===== src/rtl/core/assert_macros.svh =====
// assertion macros shared by the rtl that checks itself
// no dependencies
`ifndef ASSERT_MACROS_SVH
`define ASSERT_MACROS_SVH

// same-cycle implication
`define IQAD_ASSERT_IMP(lbl, ck, rn, ante, cons) \
  lbl: assert property (@(posedge ck) disable iff (!rn) (ante) |-> (cons)) \
    else $error("iqad assertion failed");

// next-cycle implication
`define IQAD_ASSERT_NEXT(lbl, ck, rn, ante, cons) \
  lbl: assert property (@(posedge ck) disable iff (!rn) (ante) |=> (cons)) \
    else $error("iqad assertion failed");

`endif


===== src/rtl/core/iqad_pkg.sv =====
// shared widths, codes, tables and helpers of the iq audio demodulator
// no dependencies
package iqad_pkg;

  localparam int SAMP_W  = 16;
  localparam int AUD_W   = 18;
  localparam int MODE_W  = 3;
  localparam int ALPHA_W = 16;
  localparam int FACT_W  = 7;
  localparam int CFG_DW  = 32;
  localparam int CFG_AW  = 4;
  localparam int WIDE_W  = 40;
  localparam int CORD_N  = 20;
  localparam int CORD_W  = 52;
  localparam int Z_W     = 24;
  localparam int K_W     = 5;
  localparam int MAX_DECIMATION_DEF = 64;

  localparam logic [MODE_W-1:0] MODE_AM  = 3'd0;
  localparam logic [MODE_W-1:0] MODE_NFM = 3'd1;
  localparam logic [MODE_W-1:0] MODE_WFM = 3'd2;
  localparam logic [MODE_W-1:0] MODE_USB = 3'd3;
  localparam logic [MODE_W-1:0] MODE_LSB = 3'd4;
  localparam logic [MODE_W-1:0] MODE_RAW = 3'd5;

  typedef logic [1:0] reg_idx_t;
  localparam reg_idx_t REG_DEMOD_MODE = 2'd0;
  localparam reg_idx_t REG_LPF_ALPHA  = 2'd1;
  localparam reg_idx_t REG_DC_ALPHA   = 2'd2;
  localparam reg_idx_t REG_DECIM      = 2'd3;

  localparam logic [MODE_W-1:0]  RST_DEMOD_MODE = MODE_AM;
  localparam logic [ALPHA_W-1:0] RST_LPF_ALPHA  = 16'd65535;
  localparam logic [ALPHA_W-1:0] RST_DC_ALPHA   = 16'd65208;
  localparam logic [FACT_W-1:0]  RST_DECIM      = 7'd1;

  localparam logic signed [Z_W-1:0] HALF_PI_U = 24'sd1647099;

  // arctan(2^-k) in units of 2^-20 rad
  function automatic logic signed [Z_W-1:0] atan_lut(input logic [K_W-1:0] k);
    logic signed [Z_W-1:0] v;
    case (k)
      5'd0:    v = 24'sd823550;
      5'd1:    v = 24'sd486170;
      5'd2:    v = 24'sd256879;
      5'd3:    v = 24'sd130396;
      5'd4:    v = 24'sd65451;
      5'd5:    v = 24'sd32757;
      5'd6:    v = 24'sd16383;
      5'd7:    v = 24'sd8192;
      5'd8:    v = 24'sd4096;
      5'd9:    v = 24'sd2048;
      5'd10:   v = 24'sd1024;
      5'd11:   v = 24'sd512;
      5'd12:   v = 24'sd256;
      5'd13:   v = 24'sd128;
      5'd14:   v = 24'sd64;
      5'd15:   v = 24'sd32;
      5'd16:   v = 24'sd16;
      5'd17:   v = 24'sd8;
      5'd18:   v = 24'sd4;
      5'd19:   v = 24'sd2;
      default: v = 24'sd0;
    endcase
    return v;
  endfunction

  // clamp to the q3.14 audio range
  function automatic logic signed [AUD_W-1:0] sat_aud(input logic signed [WIDE_W-1:0] v);
    logic signed [AUD_W-1:0] r;
    if (v > 40'sd131071) begin
      r = 18'sd131071;
    end else if (v < -40'sd131072) begin
      r = -18'sd131072;
    end else begin
      r = v[AUD_W-1:0];
    end
    return r;
  endfunction

endpackage


===== src/rtl/core/iqad_in_if.sv =====
// input channel: one iq sample with block-start flag per transaction
// depends on iqad_pkg
interface iqad_in_if;
  import iqad_pkg::*;
  logic                     valid;
  logic                     ready;
  logic signed [SAMP_W-1:0] i_sample;
  logic signed [SAMP_W-1:0] q_sample;
  logic                     block_start;

  modport source (output valid, i_sample, q_sample, block_start, input ready);
  modport sink   (input valid, i_sample, q_sample, block_start, output ready);
endinterface


===== src/rtl/core/iqad_out_if.sv =====
// result channel: one decimated audio sample per transaction
// depends on iqad_pkg
interface iqad_out_if;
  import iqad_pkg::*;
  logic                    valid;
  logic                    ready;
  logic signed [AUD_W-1:0] audio_sample;

  modport source (output valid, audio_sample, input ready);
  modport sink   (input valid, audio_sample, output ready);
endinterface


===== src/rtl/core/iq_audio_demodulator_core.sv =====
// iq audio demodulator: one sample in, zero or one decimated audio sample out
// processing: ssb/raw go straight to the filters, am adds a 16-step square root, fm a
// 20-step cordic, and a bit-serial divide runs when a group closes
// throughput: one transaction at a time, the sequencer sets the rate; input not ready
// until the previous sample has finished; output register decouples the result side
// reset: synchronous active-low, loads register defaults and zeros all filter state
`include "assert_macros.svh"

module iq_audio_demodulator_core #(
  parameter int MAX_DECIMATION = iqad_pkg::MAX_DECIMATION_DEF
) (
  input  logic                        clk,
  input  logic                        rst_n,
  iqad_in_if.sink                     in_if,
  iqad_out_if.source                  out_if,
  input  logic                        psel,
  input  logic                        penable,
  input  logic                        pwrite,
  input  logic [iqad_pkg::CFG_AW-1:0] paddr,
  input  logic [iqad_pkg::CFG_DW-1:0] pwdata,
  output logic [iqad_pkg::CFG_DW-1:0] prdata,
  output logic                        pready
);
  import iqad_pkg::*;

  // decimation sizing follows the largest factor
  localparam int CNT_W    = $clog2(MAX_DECIMATION + 1);
  localparam int SUM_W    = AUD_W + $clog2(MAX_DECIMATION);
  localparam int DVD_W    = SUM_W;
  localparam int REM_W    = CNT_W + 1;
  localparam int STEP_MAX = (CORD_N + 1 > DVD_W) ? CORD_N + 1 : DVD_W;
  localparam int STEP_W   = $clog2(STEP_MAX + 1);
  // square root and multiplier sizing
  localparam int SQRT_N   = SAMP_W;
  localparam int N_W      = 2 * SAMP_W;
  localparam int SREM_W   = SAMP_W + 3;
  localparam int ACC_W    = 2 * SAMP_W + 2;
  localparam int MA_W     = AUD_W + 1;
  localparam int MB_W     = AUD_W;
  localparam int PROD_W   = MA_W + MB_W;

  typedef enum logic [9:0] {
    ST_IDLE    = 10'b0000000001,
    ST_PROD    = 10'b0000000010,
    ST_SQRT    = 10'b0000000100,
    ST_CORD    = 10'b0000001000,
    ST_LPF_MUL = 10'b0000010000,
    ST_LPF_ADD = 10'b0000100000,
    ST_DC_MUL  = 10'b0001000000,
    ST_DC_ADD  = 10'b0010000000,
    ST_DIV     = 10'b0100000000,
    ST_EMIT    = 10'b1000000000
  } state_t;

  // control and architectural state
  state_t                    state_r, state_nxt;
  logic [STEP_W-1:0]         step_r, step_nxt;
  logic                      out_valid_r, out_valid_nxt;
  logic [MODE_W-1:0]         demod_mode_r, demod_mode_nxt;
  logic [ALPHA_W-1:0]        lpf_alpha_r, lpf_alpha_nxt;
  logic [ALPHA_W-1:0]        dc_alpha_r, dc_alpha_nxt;
  logic [FACT_W-1:0]         decim_r, decim_nxt;
  logic signed [SAMP_W-1:0]  prev_i_r, prev_i_nxt;
  logic signed [SAMP_W-1:0]  prev_q_r, prev_q_nxt;
  logic signed [AUD_W-1:0]   lp_r, lp_nxt;
  logic signed [AUD_W-1:0]   dc_in_r, dc_in_nxt;
  logic signed [AUD_W-1:0]   dc_out_r, dc_out_nxt;
  logic signed [SUM_W-1:0]   decim_sum_r, decim_sum_nxt;
  logic [CNT_W-1:0]          decim_cnt_r, decim_cnt_nxt;

  // working payload
  logic signed [SAMP_W-1:0]  si_r, si_nxt;
  logic signed [SAMP_W-1:0]  sq_r, sq_nxt;
  logic                      start_r, start_nxt;
  logic signed [AUD_W-1:0]   x_r, x_nxt;
  logic signed [ACC_W-1:0]   re_r, re_nxt;
  logic signed [ACC_W-1:0]   im_r, im_nxt;
  logic [N_W-1:0]            n_r, n_nxt;
  logic [SREM_W-1:0]         srem_r, srem_nxt;
  logic [SAMP_W-1:0]         root_r, root_nxt;
  logic signed [CORD_W-1:0]  cx_r, cx_nxt;
  logic signed [CORD_W-1:0]  cy_r, cy_nxt;
  logic signed [Z_W-1:0]     cz_r, cz_nxt;
  logic                      neg_r, neg_nxt;
  logic [DVD_W-1:0]          quo_r, quo_nxt;
  logic [REM_W-1:0]          drem_r, drem_nxt;
  logic [CNT_W-1:0]          f_r, f_nxt;
  logic signed [AUD_W-1:0]   out_data_r, out_data_nxt;
  logic signed [PROD_W-1:0]  prod_r;

  // shared multiplier operands
  logic signed [MA_W-1:0]    mul_a;
  logic signed [MB_W-1:0]    mul_b;
  logic signed [PROD_W-1:0]  mul_p;

  logic                      is_am, is_fm, lpf_on;
  logic [STEP_W-1:0]         n_prod;
  logic [CNT_W-1:0]          f_eff;
  logic                      cfg_wr;
  reg_idx_t                  cfg_idx;

  assign is_am  = (demod_mode_r == MODE_AM);
  assign is_fm  = (demod_mode_r == MODE_NFM) || (demod_mode_r == MODE_WFM);
  assign lpf_on = (demod_mode_r <= MODE_LSB);
  assign n_prod = is_fm ? STEP_W'(4) : STEP_W'(2);

  // zero acts as one, anything above the maximum acts as the maximum
  always_comb begin
    if (decim_r == '0) begin
      f_eff = CNT_W'(1);
    end else if (int'(decim_r) > MAX_DECIMATION) begin
      f_eff = CNT_W'(MAX_DECIMATION);
    end else begin
      f_eff = CNT_W'(decim_r);
    end
  end

  // apb register port
  assign pready  = 1'b1;
  assign cfg_wr  = psel && penable && pwrite;
  assign cfg_idx = reg_idx_t'(paddr[CFG_AW-1:2]);

  always_comb begin
    case (cfg_idx)
      REG_DEMOD_MODE: prdata = CFG_DW'(demod_mode_r);
      REG_LPF_ALPHA:  prdata = CFG_DW'(lpf_alpha_r);
      REG_DC_ALPHA:   prdata = CFG_DW'(dc_alpha_r);
      REG_DECIM:      prdata = CFG_DW'(decim_r);
      default:        prdata = '0;
    endcase
  end

  // operand select for the one multiplier
  always_comb begin
    mul_a = '0;
    mul_b = '0;
    case (state_r)
      ST_PROD: begin
        case (step_r[1:0])
          2'd0: begin
            mul_a = MA_W'(si_r);
            mul_b = is_fm ? MB_W'(prev_i_r) : MB_W'(si_r);
          end
          2'd1: begin
            mul_a = MA_W'(sq_r);
            mul_b = is_fm ? MB_W'(prev_q_r) : MB_W'(sq_r);
          end
          2'd2: begin
            mul_a = MA_W'(sq_r);
            mul_b = MB_W'(prev_i_r);
          end
          default: begin
            mul_a = MA_W'(si_r);
            mul_b = MB_W'(prev_q_r);
          end
        endcase
      end
      ST_LPF_MUL: begin
        mul_a = MA_W'(x_r) - MA_W'(lp_r);
        mul_b = MB_W'({2'b00, lpf_alpha_r});
      end
      ST_DC_MUL: begin
        mul_a = MA_W'(dc_out_r);
        mul_b = MB_W'({2'b00, dc_alpha_r});
      end
      default: begin
        mul_a = '0;
        mul_b = '0;
      end
    endcase
  end

  assign mul_p = PROD_W'(mul_a) * PROD_W'(mul_b);

  // sequencer
  always_comb begin
    logic signed [SAMP_W:0]    ssb;
    logic signed [ACC_W-1:0]   pacc;
    logic [STEP_W-1:0]         pidx;
    logic [SREM_W-1:0]         srem_sh, strial;
    logic [K_W-1:0]            k;
    logic signed [CORD_W-1:0]  xs, ys, x0, y0;
    logic signed [AUD_W-1:0]   ly, dy;
    logic signed [SUM_W-1:0]   base_sum, sum_new;
    logic [CNT_W-1:0]          base_cnt, cnt_new;
    logic [DVD_W-1:0]          mag;
    logic [REM_W-1:0]          rsh;
    logic                      ge;
    logic signed [WIDE_W-1:0]  qs;

    state_nxt      = state_r;
    step_nxt       = step_r;
    out_valid_nxt  = out_valid_r && !out_if.ready;
    demod_mode_nxt = demod_mode_r;
    lpf_alpha_nxt  = lpf_alpha_r;
    dc_alpha_nxt   = dc_alpha_r;
    decim_nxt      = decim_r;
    prev_i_nxt     = prev_i_r;
    prev_q_nxt     = prev_q_r;
    lp_nxt         = lp_r;
    dc_in_nxt      = dc_in_r;
    dc_out_nxt     = dc_out_r;
    decim_sum_nxt  = decim_sum_r;
    decim_cnt_nxt  = decim_cnt_r;
    si_nxt         = si_r;
    sq_nxt         = sq_r;
    start_nxt      = start_r;
    x_nxt          = x_r;
    re_nxt         = re_r;
    im_nxt         = im_r;
    n_nxt          = n_r;
    srem_nxt       = srem_r;
    root_nxt       = root_r;
    cx_nxt         = cx_r;
    cy_nxt         = cy_r;
    cz_nxt         = cz_r;
    neg_nxt        = neg_r;
    quo_nxt        = quo_r;
    drem_nxt       = drem_r;
    f_nxt          = f_r;
    out_data_nxt   = out_data_r;

    ssb      = '0;
    pacc     = ACC_W'(prod_r);
    pidx     = step_r - 1'b1;
    srem_sh  = {srem_r[SREM_W-3:0], n_r[N_W-1 -: 2]};
    strial   = SREM_W'({root_r, 2'b01});
    k        = K_W'(step_r - 1'b1);
    xs       = cx_r >>> k;
    ys       = cy_r >>> k;
    x0       = CORD_W'(re_r) <<< 16;
    y0       = CORD_W'(im_r) <<< 16;
    ly       = '0;
    dy       = '0;
    base_sum = start_r ? '0 : decim_sum_r;
    base_cnt = start_r ? '0 : decim_cnt_r;
    sum_new  = '0;
    cnt_new  = '0;
    mag      = '0;
    rsh      = {drem_r[REM_W-2:0], quo_r[DVD_W-1]};
    ge       = (rsh >= REM_W'(f_r));
    qs       = neg_r ? -WIDE_W'(quo_r) : WIDE_W'(quo_r);

    if (cfg_wr) begin
      case (cfg_idx)
        REG_DEMOD_MODE: demod_mode_nxt = pwdata[MODE_W-1:0];
        REG_LPF_ALPHA:  lpf_alpha_nxt  = pwdata[ALPHA_W-1:0];
        REG_DC_ALPHA:   dc_alpha_nxt   = pwdata[ALPHA_W-1:0];
        REG_DECIM:      decim_nxt      = pwdata[FACT_W-1:0];
        default:        decim_nxt      = decim_r;
      endcase
    end

    case (state_r)
      ST_IDLE: begin
        if (in_if.valid) begin
          si_nxt    = in_if.i_sample;
          sq_nxt    = in_if.q_sample;
          start_nxt = in_if.block_start;
          step_nxt  = '0;
          re_nxt    = '0;
          im_nxt    = '0;
          case (demod_mode_r)
            MODE_USB: ssb = (SAMP_W+1)'(in_if.i_sample) - (SAMP_W+1)'(in_if.q_sample);
            MODE_LSB: ssb = (SAMP_W+1)'(in_if.i_sample) + (SAMP_W+1)'(in_if.q_sample);
            default:  ssb = (SAMP_W+1)'(in_if.i_sample);
          endcase
          x_nxt = AUD_W'(ssb >>> 1);
          if (is_am || is_fm) begin
            state_nxt = ST_PROD;
          end else begin
            state_nxt = ST_LPF_MUL;
          end
        end
      end

      // products issue on steps 0..n-1 and accumulate on the following step
      ST_PROD: begin
        if (step_r != '0) begin
          case (pidx[1:0])
            2'd0:    re_nxt = pacc;
            2'd1:    re_nxt = re_r + pacc;
            2'd2:    im_nxt = pacc;
            default: im_nxt = im_r - pacc;
          endcase
        end
        if (step_r == n_prod) begin
          step_nxt = '0;
          if (is_fm) begin
            prev_i_nxt = si_r;
            prev_q_nxt = sq_r;
            state_nxt  = ST_CORD;
          end else begin
            state_nxt  = ST_SQRT;
          end
        end else begin
          step_nxt = step_r + 1'b1;
        end
      end

      // restoring square root, two radicand bits a step
      ST_SQRT: begin
        if (step_r == '0) begin
          n_nxt    = re_r[N_W-1:0];
          srem_nxt = '0;
          root_nxt = '0;
          step_nxt = step_r + 1'b1;
        end else begin
          n_nxt = n_r << 2;
          if (srem_sh >= strial) begin
            srem_nxt = srem_sh - strial;
            root_nxt = {root_r[SAMP_W-2:0], 1'b1};
          end else begin
            srem_nxt = srem_sh;
            root_nxt = {root_r[SAMP_W-2:0], 1'b0};
          end
          if (step_r == STEP_W'(SQRT_N)) begin
            x_nxt     = AUD_W'(root_nxt >> 1);
            step_nxt  = '0;
            state_nxt = ST_LPF_MUL;
          end else begin
            step_nxt = step_r + 1'b1;
          end
        end
      end

      // vectoring cordic: pre-rotate into the right half plane, then 20 steps
      ST_CORD: begin
        if (step_r == '0) begin
          if (re_r == '0 && im_r == '0) begin
            x_nxt     = '0;
            state_nxt = ST_LPF_MUL;
          end else begin
            if (x0 < 0) begin
              if (y0 >= 0) begin
                cx_nxt = y0;
                cy_nxt = -x0;
                cz_nxt = HALF_PI_U;
              end else begin
                cx_nxt = -y0;
                cy_nxt = x0;
                cz_nxt = -HALF_PI_U;
              end
            end else begin
              cx_nxt = x0;
              cy_nxt = y0;
              cz_nxt = '0;
            end
            step_nxt = step_r + 1'b1;
          end
        end else if (step_r == STEP_W'(CORD_N + 1)) begin
          x_nxt     = sat_aud((WIDE_W'(cz_r) + 40'sd32) >>> 6);
          step_nxt  = '0;
          state_nxt = ST_LPF_MUL;
        end else begin
          if (cy_r >= 0) begin
            cx_nxt = cx_r + ys;
            cy_nxt = cy_r - xs;
            cz_nxt = cz_r + atan_lut(k);
          end else begin
            cx_nxt = cx_r - ys;
            cy_nxt = cy_r + xs;
            cz_nxt = cz_r - atan_lut(k);
          end
          step_nxt = step_r + 1'b1;
        end
      end

      ST_LPF_MUL: state_nxt = ST_LPF_ADD;

      // single-pole low-pass, bypassed in raw mode and the unused mode codes, restarts at a block start
      ST_LPF_ADD: begin
        if (lpf_on) begin
          if (start_r) begin
            ly = x_r;
          end else begin
            ly = sat_aud(WIDE_W'(lp_r) + ((WIDE_W'(prod_r) + 40'sd32768) >>> 16));
          end
          lp_nxt = ly;
          x_nxt  = ly;
        end
        state_nxt = ST_DC_MUL;
      end

      ST_DC_MUL: state_nxt = ST_DC_ADD;

      // dc blocker, then group accumulate, starting the divide when a group closes
      ST_DC_ADD: begin
        dy = sat_aud(WIDE_W'(x_r) - WIDE_W'(dc_in_r)
                     + ((WIDE_W'(prod_r) + 40'sd32768) >>> 16));
        dc_in_nxt  = x_r;
        dc_out_nxt = dy;
        sum_new    = base_sum + SUM_W'(dy);
        cnt_new    = base_cnt + 1'b1;
        if (cnt_new < f_eff) begin
          decim_sum_nxt = sum_new;
          decim_cnt_nxt = cnt_new;
          state_nxt     = ST_IDLE;
        end else begin
          decim_sum_nxt = '0;
          decim_cnt_nxt = '0;
          neg_nxt       = (sum_new < 0);
          mag           = (sum_new < 0) ? DVD_W'(-sum_new) : DVD_W'(sum_new);
          quo_nxt       = mag + DVD_W'(f_eff >> 1);
          drem_nxt      = '0;
          f_nxt         = f_eff;
          step_nxt      = '0;
          state_nxt     = ST_DIV;
        end
      end

      // restoring divide of the rounded magnitude, one quotient bit a step
      ST_DIV: begin
        drem_nxt = ge ? (rsh - REM_W'(f_r)) : rsh;
        quo_nxt  = {quo_r[DVD_W-2:0], ge};
        if (step_r == STEP_W'(DVD_W - 1)) begin
          step_nxt  = '0;
          state_nxt = ST_EMIT;
        end else begin
          step_nxt = step_r + 1'b1;
        end
      end

      // wait for the output register to free up
      ST_EMIT: begin
        if (!out_valid_r || out_if.ready) begin
          out_valid_nxt = 1'b1;
          out_data_nxt  = sat_aud(qs);
          state_nxt     = ST_IDLE;
        end
      end

      default: state_nxt = ST_IDLE;
    endcase
  end

  always_ff @(posedge clk) begin
    if (!rst_n) begin
      state_r      <= ST_IDLE;
      step_r       <= '0;
      out_valid_r  <= 1'b0;
      demod_mode_r <= RST_DEMOD_MODE;
      lpf_alpha_r  <= RST_LPF_ALPHA;
      dc_alpha_r   <= RST_DC_ALPHA;
      decim_r      <= RST_DECIM;
      prev_i_r     <= '0;
      prev_q_r     <= '0;
      lp_r         <= '0;
      dc_in_r      <= '0;
      dc_out_r     <= '0;
      decim_sum_r  <= '0;
      decim_cnt_r  <= '0;
    end else begin
      state_r      <= state_nxt;
      step_r       <= step_nxt;
      out_valid_r  <= out_valid_nxt;
      demod_mode_r <= demod_mode_nxt;
      lpf_alpha_r  <= lpf_alpha_nxt;
      dc_alpha_r   <= dc_alpha_nxt;
      decim_r      <= decim_nxt;
      prev_i_r     <= prev_i_nxt;
      prev_q_r     <= prev_q_nxt;
      lp_r         <= lp_nxt;
      dc_in_r      <= dc_in_nxt;
      dc_out_r     <= dc_out_nxt;
      decim_sum_r  <= decim_sum_nxt;
      decim_cnt_r  <= decim_cnt_nxt;
    end
  end

  // datapath registers, no reset needed
  always_ff @(posedge clk) begin
    si_r       <= si_nxt;
    sq_r       <= sq_nxt;
    start_r    <= start_nxt;
    x_r        <= x_nxt;
    re_r       <= re_nxt;
    im_r       <= im_nxt;
    n_r        <= n_nxt;
    srem_r     <= srem_nxt;
    root_r     <= root_nxt;
    cx_r       <= cx_nxt;
    cy_r       <= cy_nxt;
    cz_r       <= cz_nxt;
    neg_r      <= neg_nxt;
    quo_r      <= quo_nxt;
    drem_r     <= drem_nxt;
    f_r        <= f_nxt;
    out_data_r <= out_data_nxt;
    prod_r     <= mul_p;
  end

  assign in_if.ready         = (state_r == ST_IDLE);
  assign out_if.valid        = out_valid_r;
  assign out_if.audio_sample = out_data_r;

  // a taken sample always starts the sequencer
  `IQAD_ASSERT_NEXT(a_accept_busy, clk, rst_n, in_if.valid && in_if.ready, state_r != ST_IDLE)
  // the group count stays below the largest factor between samples
  `IQAD_ASSERT_IMP(a_cnt_range, clk, rst_n, 1'b1, decim_cnt_r < CNT_W'(MAX_DECIMATION))
  // divider remainder stays below the divisor
  `IQAD_ASSERT_IMP(a_div_rem, clk, rst_n, state_r == ST_DIV, drem_r < REM_W'(f_r))
  // a result only appears out of the emit step
  `IQAD_ASSERT_IMP(a_out_src, clk, rst_n, $rose(out_valid_r), $past(state_r) == ST_EMIT)

endmodule


===== src/flat_wrapper.sv =====
// flat-port wrapper written by rule: the top's interface ports become plain ports
module iq_audio_demodulator_core_flat import iqad_pkg::*;
#(
  parameter int MAX_DECIMATION = iqad_pkg::MAX_DECIMATION_DEF
)
  (clk, rst_n, psel, penable, pwrite, paddr, pwdata, prdata, pready, in_if_valid, in_if_i_sample, in_if_q_sample, in_if_block_start, in_if_ready, out_if_valid, out_if_audio_sample, out_if_ready);
  iqad_in_if in_if_i ();
  iqad_out_if out_if_i ();
  input  logic clk;
  input  logic rst_n;
  input  logic psel;
  input  logic penable;
  input  logic pwrite;
  input  logic [iqad_pkg::CFG_AW-1:0] paddr;
  input  logic [iqad_pkg::CFG_DW-1:0] pwdata;
  output logic [iqad_pkg::CFG_DW-1:0] prdata;
  output logic pready;
  input wire logic [$bits(in_if_i.valid)-1:0] in_if_valid;
  input wire logic [$bits(in_if_i.i_sample)-1:0] in_if_i_sample;
  input wire logic [$bits(in_if_i.q_sample)-1:0] in_if_q_sample;
  input wire logic [$bits(in_if_i.block_start)-1:0] in_if_block_start;
  output wire logic [$bits(in_if_i.ready)-1:0] in_if_ready;
  output wire logic [$bits(out_if_i.valid)-1:0] out_if_valid;
  output wire logic [$bits(out_if_i.audio_sample)-1:0] out_if_audio_sample;
  input wire logic [$bits(out_if_i.ready)-1:0] out_if_ready;
  assign in_if_i.valid = in_if_valid;
  assign in_if_i.i_sample = in_if_i_sample;
  assign in_if_i.q_sample = in_if_q_sample;
  assign in_if_i.block_start = in_if_block_start;
  assign in_if_ready = in_if_i.ready;
  assign out_if_valid = out_if_i.valid;
  assign out_if_audio_sample = out_if_i.audio_sample;
  assign out_if_i.ready = out_if_ready;
  iq_audio_demodulator_core #(.MAX_DECIMATION(MAX_DECIMATION)) u_core (.clk(clk), .rst_n(rst_n), .in_if(in_if_i), .out_if(out_if_i), .psel(psel), .penable(penable), .pwrite(pwrite), .paddr(paddr), .pwdata(pwdata), .prdata(prdata), .pready(pready));
endmodule

===== config.mk =====
export PLATFORM = sky130hd
export DESIGN_NAME = iq_audio_demodulator_core_flat
export DESIGN_NICKNAME = d
export VERILOG_FILES = /design/src/rtl/core/iqad_pkg.sv /design/src/rtl/core/iqad_in_if.sv /design/src/rtl/core/iqad_out_if.sv /design/src/rtl/core/iq_audio_demodulator_core.sv /design/src/flat_wrapper.sv
export VERILOG_INCLUDE_DIRS = /design/src /design/src/rtl/core
export SDC_FILE = /design/constraint.sdc
export NUM_CORES = 2
export LEC_CHECK = 0
export BUFFER_PORTS_ARGS = -buffer_cell sky130_fd_sc_hd__buf_4
export CAP_MARGIN = 30
export CORE_ASPECT_RATIO = 0.5
export CORE_MARGIN = 5
export CORE_UTILIZATION = 56
export DETAILED_ROUTE_END_ITERATION = 6
export PLACE_DENSITY_LB_ADDON = 0.15
export SETUP_SLACK_MARGIN = 0.5
export SLEW_MARGIN = 20
export SYNTH_ARGS = -nofsm -noshare
export SYNTH_HDL_FRONTEND = slang
export SYNTH_SLANG_ARGS = --single-unit

===== constraint.sdc =====
create_clock -name clk -period 35.7 [get_ports clk]
set_clock_uncertainty 0.05 [all_clocks]
set_input_delay 3.57 -clock clk [delete_from_list [all_inputs] [get_ports clk]]
set_output_delay 3.57 -clock clk [all_outputs]
set_load 0.02 [all_outputs]

Word-level counts from Yosys, hierarchy flattened
Memories as Yosys holds them, arrays and structs flattened.
Cells that the tools add are included.
{"block": "op_classes", "add_sub_neg": 27, "multipliers": 1, "n_lt_le_gt_ge": 17, "n_eq_ne": 41, "shifts": 2, "muxes": 100, "n_bitwise": 1, "reduce_logical": 40}
{"op": "2-to-1 mux 52 bit", "count": 12}
{"op": "2-to-1 mux 24 bit", "count": 18}
{"op": "2-to-1 mux 18 bit", "count": 18}
{"op": "one-hot mux 34 bit (2 select lines)", "count": 4}
{"op": "one-hot mux 32 bit (4 select lines)", "count": 1}
{"op": "greater-than comparator 40 x 18 -> 1 bit (second input constant)", "count": 3}
{"op": "< comparator 40 x 18 -> 1 bit (second input constant)", "count": 3}
{"op": "one-hot mux 18 bit (3 select lines)", "count": 2}
{"op": "adder 52 bit", "count": 2}
{"op": "negation 50 -> 52 bit", "count": 2}
{"op": ">>> shifter 52 x 5 -> 52 bit", "count": 2}
{"op": "subtractor 52 bit", "count": 2}
{"op": "2-to-1 mux 34 bit", "count": 3}
{"op": "one-hot mux 10 bit (10 select lines)", "count": 1}
{"op": "2-to-1 mux 10 bit", "count": 9}
{"op": "one-hot mux 18 bit (4 select lines)", "count": 1}
{"op": "logical NOT 34 bit", "count": 2}
{"op": "one-hot mux 19 bit (3 select lines)", "count": 1}
{"op": ">= comparator 52 x 1 -> 1 bit (second input constant)", "count": 1}
{"op": ">= comparator 50 x 1 -> 1 bit (second input constant)", "count": 1}
{"op": "< comparator 50 x 1 -> 1 bit (second input constant)", "count": 1}
{"op": "2-to-1 mux 5 bit", "count": 10}
{"op": "one-hot mux 24 bit (2 select lines)", "count": 1}
{"op": "2-to-1 mux 7 bit", "count": 6}
{"op": "79 further kinds", "count": 123}
{"block": "word_totals", "reg_bits": 581, "rom_bits": 1280, "inputBits": 76, "output_inout_bits": 53, "wordCells": 264, "n_memories": 2}
{"name": "(no name shown)", "words": 32, "width": 20, "read_ports": 1, "rd_ports_with_merged_regs": 0, "wr": 0, "line": "iqad_pkg.sv:42", "rtl": "case (k)"}
{"name": "(no name shown)", "words": 32, "width": 20, "read_ports": 1, "rd_ports_with_merged_regs": 0, "wr": 0, "line": "iqad_pkg.sv:42"}

Logic depth before layout (Yosys ltp)
{"block": "logic_depth", "ltp_word": 12, "depth_mapped": 48, "ltp_nobuf": 44}

Worst setup path before layout
No wires, ideal clock.
{"block": "synth_timing", "path_type": "register to register", "startpoint": "register u_core.step_r[0]", "endpoint": "register u_core.prod_r[36]", "setup_time_ns": 0.072, "t_arrival_ns": 11.040, "required_ns": 35.578, "slack_ns": 24.538, "path_stages_with_launch": 46, "n_path_buf": 16, "period_less_slack_ns": 11.162, "cell_sequence": "dfxtp_1 buf_6 buf_6 buf_4 buf_4 buf_2 buf_2 inv_1 ha_1 buf_2 buf_6 buf_4 buf_4 buf_2 clkbuf_1 buf_2 buf_1 buf_1 [... 10 more ...] inv_1 fa_1 fa_1 ha_1 a21o_1 a21oi_1 nor2b_1 a211oi_1 o21ai_0 and2_1 nand4_1 a41oi_1 o21ai_0 a21boi_0 o41ai_1 o21ai_0 a21oi_1 xnor2_1"}
{"block": "synth_between", "elab_chain_cells": 5}
{"item": "start: declaration", "line": "iq_audio_demodulator_core.sv:57", "rtl": "logic [STEP_W-1:0] step_r, step_nxt;"}
{"item": "start signal: assignment", "line": "iq_audio_demodulator_core.sv:455", "rtl": "step_r <= step_nxt;"}
{"item": "equality test 2 x 1 -> 1 bit / equality test 2 bit (equally long branches)", "line": "iq_audio_demodulator_core.sv:139", "rtl": "case (step_r[1:0])"}
{"item": "OR reduction 2 bit (no line)"}
{"item": "2-to-1 mux 19 bit", "line": "iq_audio_demodulator_core.sv:139"}
{"item": "one-hot mux 19 bit (3 select lines)", "line": "iq_audio_demodulator_core.sv:137", "rtl": "case (state_r)"}
{"item": "multiplier 19 x 18 -> 37 bit *", "line": "iq_audio_demodulator_core.sv:173", "rtl": "assign mul_p = PROD_W'(mul_a) * PROD_W'(mul_b);"}
{"item": "net u_core.mul_p[36]", "line": "iq_audio_demodulator_core.sv:94", "rtl": "logic signed [PROD_W-1:0] mul_p;"}
{"item": "end signal: assignment", "line": "iq_audio_demodulator_core.sv:490", "rtl": "prod_r <= mul_p;"}
{"item": "end: declaration", "line": "iq_audio_demodulator_core.sv:89", "rtl": "logic signed [PROD_W-1:0] prod_r;"}
Mark *: on every way through the listed nets, which the timed path passes. The rest lies on a longest branch.
A chain may end at the register's enable or synchronous reset.

Final worst setup path
{"block": "layout_timing", "startpoint": "register u_core.prod_r[27]", "endpoint": "register u_core.quo_r[16], data pin"}
{"block": "layout_between", "elab_chain_cells": 12}
{"item": "adder 37 x 17 -> 38 bit *", "line": "iq_audio_demodulator_core.sv:390", "rtl": "+ ((WIDE_W'(prod_r) + 40'sd32768) >>> 16));"}
{"item": "adder 19 x 22 -> 23 bit *", "line": "iq_audio_demodulator_core.sv:390"}
{"item": "< comparator 40 x 18 -> 1 bit", "line": "iqad_pkg.sv:73", "rtl": "end else if (v < -40'sd131072) begin"}
{"item": "2-to-1 mux 18 bit", "line": "iqad_pkg.sv:73"}
{"item": "2-to-1 mux 18 bit *", "line": "iqad_pkg.sv:71", "rtl": "if (v > 40'sd131071) begin"}
{"item": "2-to-1 mux 18 bit *", "line": "iq_audio_demodulator_core.sv:254", "rtl": "case (state_r)"}
{"item": "adder 24 x 18 -> 24 bit *", "line": "iq_audio_demodulator_core.sv:393", "rtl": "sum_new = base_sum + SUM_W'(dy);"}
{"item": "negation 24 bit / < comparator 24 x 1 -> 1 bit (equally long branches)", "line": "iq_audio_demodulator_core.sv:403", "rtl": "mag = (sum_new < 0) ? DVD_W'(-sum_new) : DVD_W'(sum_new);"}
{"item": "2-to-1 mux 24 bit *", "line": "iq_audio_demodulator_core.sv:403"}
{"item": "adder 24 x 6 -> 24 bit *", "line": "iq_audio_demodulator_core.sv:404", "rtl": "quo_nxt = mag + DVD_W'(f_eff >> 1);"}
{"item": "2-to-1 mux 24 bit *", "line": "iq_audio_demodulator_core.sv:395", "rtl": "if (cnt_new < f_eff) begin"}
{"item": "one-hot mux 24 bit (2 select lines) *", "line": "iq_audio_demodulator_core.sv:254"}
{"item": "net u_core.quo_nxt[16]", "line": "iq_audio_demodulator_core.sv:85", "rtl": "logic [DVD_W-1:0] quo_r, quo_nxt;"}
{"item": "end signal: assignment", "line": "iq_audio_demodulator_core.sv:486", "rtl": "quo_r <= quo_nxt;"}
{"item": "end: declaration", "line": "iq_audio_demodulator_core.sv:85"}
Mark *: on every way through the listed nets, which the timed path passes. The rest lies on a longest branch. The select of a mux whose other input is x is not followed.

==> reports/metrics.cfg <==
[run_status]
status = completed

[synth]
ys.flop_type = edfxtp_1
netlist_area_sq_mm = 0.0654
ys_types = 96
ys_top_cells_by_area = edfxtp_1, fa_1, ha_1
yosysWarnings = 0
ys_seq_area_share_pct = 23.4
yosysMostFrequentCell = nand2_1
synth-edff-count = 369
synth_cells = 7672
yosysTopAreaCellShare_pct = 16.9
ys_seq_elements = 581
ys_top_cells_by_count = nand2_1, nor2_1, inv_1
synthArstFlopShare_pct = 0
synth_area_per_cell_sq_um = 8.53
yosys.area.top_type = edfxtp_1

[worst_hold_path]
hold_class = reg -> reg
hold_depth = 2
min_to = u_core.decim_sum_r[15]
hp-start = u_core.decim_sum_r[15]

[critical_path]
crit_slowest_cell = dfxtp_1
rr_startpoint = u_core.prod_r[27]
start_kind = register
r2r_end = u_core.quo_r[16]
r2r_slack_ns = 23.65
critical_path_class = reg -> reg
path_max_fanout = 23
cpPeakStageDelay_ns = 0.66
cp.arrival_ns = 12.48
r2r_cells = 41
cp-end-kind = register
cp.required_ns = 36.13

[floorplanning]
die_area_sq_mm = 0.124
start_util_pct = 56.6
rows = 88
ios = 129
core_sq_mm = 0.116
die_x_um = 493
fp.dieH_um = 252

[clock_tree]
cts_root_buf = clkbuf_16
cts.sinks = 581
postCtsHoldBufs = 0
insertion_delay_ns = 0.74
htreeDepth = 2
cts_buffers = 61
ctsResizeCount = 0
clk_pin_slew_worst_paths_ns = 0.07
cts_tree = built
postCtsSetupBuffers = 0
cts_max_path_buffers = 3

[drt]
dr.pass1.iters = 6
via_per_inst = 6.21
vias = 56800
drtIter0Drc = 5977
drcViolationCount = 0
post_drt_wl_per_cell_um = 22.0
routed_wl_mm = 202
antenna_left = 0

[global_route]
grt_pass1_wl_mm = 311
grt_max_degree = 161
gr-total-overflow = 0
globalRouteTotalUtil_pct = 31.6
antenna_found_initial = 6
grt_pass1_vias = 53200

[power_and_ir_drop]
ir_drop_v = 0.000118
power_leakage_nw = 28.3
p_per_area_mw_per_mm2 = 79.8
finalPower_mw = 5.56

[layout]
multiInputGateArea_sq_mm = 0.0464
nets = 8471
final_util_pct = 60.3
drive_gt1_share_pct = 7.51
syn_to_final_growth_pct = 6.59
fillers = 10400
register_area_sq_mm = 0.0153

[timing]
slew_headroom_pct = 30.9
maxSlewViolCount = 0
fin_tns_setup_ns = 0
timing.final.crit_share_pct = 33.8
tightest_slew_ns = 1.04
fmax_mhz = 83.0
setup_viol = 0
hold_violations = 0
whs_ns = 0.408
min_period_ns = 12.05
rsz0062_at_grt = false

[place]
gp_congestion = 0.997
portBuffers = 93
hpwl_mm = 153

[flow_run]
maxCapViolCount = 0

-- power breakdown --
part | leakage (nW) | internal [mW] | switching (mW)
combinational | 22.2 | 1.45 | 2.34
clock | 1.01 | 0.381 | 0.330
sequential | 5.13 | 0.907 | 0.149
-- how the worst max path moves through the flow --
stage	startpoint	endpoint	depth (start not counted)
2_1_floorplan	u_core.step_r[0]	u_core.prod_r[36]	45
3_5_place_dp	u_core.prod_r[22]	u_core.quo_r[16]	39
5_1_grt	u_core.prod_r[22]	u_core.quo_r[16]	40
4_1_cts	u_core.prod_r[22]	u_core.quo_r[16]	39
6_report	u_core.prod_r[27]	u_core.quo_r[16]	41
3_3_place_gp	u_core.prod_r[22]	u_core.quo_r[16]	39
-- layer usage --
metal / track usage, % / vias to the layer above / share of wire [%]
li1: - / 26700 / -
met4: 10.6 / 0 / 3.7
met2: 48.6 / 2344 / 44
met5: 0 / - / 0
met3: 4.48 / 382 / 9.3
met1: 45.8 / 27400 / 43
-- placed cells by master (no fill, tap or decap), types with 57 or more instances in the layout --
master,instances
nand2_1,1039
nor2_1,623
inv_1,610
o21ai_0,460
ha_1,439
a21oi_1,420
fa_1,378
edfxtp_1,369
xnor2_1,353
xor2_1,218
dfxtp_1,211
buf_4,195
mux2i_1,191
nand3_1,180
a21o_1,133
nor2b_1,120
nor3_1,115
mux4_2,103
a21boi_0,100
o211ai_1,85
nand2b_1,79
or3_1,74
o31ai_1,71
mux2_2,69
clkbuf_16,61
o21a_1,57
a31oi_1,57
-- logic make-up (layout without fill, tap and decap cells) --
group | count (synthesis) | count (layout) | synth area share [%]
simple gates | 2561 | 2561 | 17.9
flops | 581 | 581 | 23.4
buf+inv | 991 | 932 | 5.97
other cells | 2 | 18 | 0.0115
xor+xnor | 575 | 575 | 7.70
fa+ha+maj | 820 | 820 | 20.0
mux | 369 | 369 | 7.76
compound gates | 1773 | 1773 | 17.2
-- through the flow --
step	worst slack [ns]	cells	cell area, sq um
after floorplan	24.54	7687	65500
after global placement	23.90	9034	67400
after detailed placement	23.87	9039	67600
after CTS	23.79	9155	69700
after global routing	22.86	9158	69700
final	23.65	9159	69700
-- critical path: cells and delay by family, from the launching register on --
kind                       cells  cell delay, ns
DFF                            1            0.66
adders and majority gates      4            1.69
xor gates and xnor gates       3            1.34
AOI/OAI and AO/OA             14            3.76
buffers and inverters          4            1.20
muxes                          1            0.35
and+or+nand+nor               15            2.71
-- layout make-up --
cell class	instances	area share, %
antenna	1	0.00359
clock buffer	68	2.26
clock inverter	48	0.806
inverter	612	3.30
multi-input combinational	6115	66.6
sequential	581	22.0
tap	1530	2.75
timing repair buffer	204	2.32
-- sequential cells by signal, indices dropped and copies added, names as in the netlist, 10 cells and up --
name,flops
u_core.dc_in_r,18
u_core.root_r,16
u_core.state_r,10
u_core.quo_r,24
u_core.prev_i_r,16
u_core.dc_out_r,18
u_core.lp_r,18
u_core.dc_alpha_r,16
u_core.prev_q_r,16
u_core.out_if.audio_sample,18
u_core.cy_r,52
u_core.lpf_alpha_r,16
u_core.decim_sum_r,24
u_core.si_r,16
u_core.srem_r,17
u_core.re_r,34
u_core.cx_r,52
u_core.im_r,34
u_core.sq_r,16
u_core.x_r,18
u_core.cz_r,24
u_core.prod_r,37
u_core.n_r,32
Note: power is estimated with default switching activity, not from simulation.
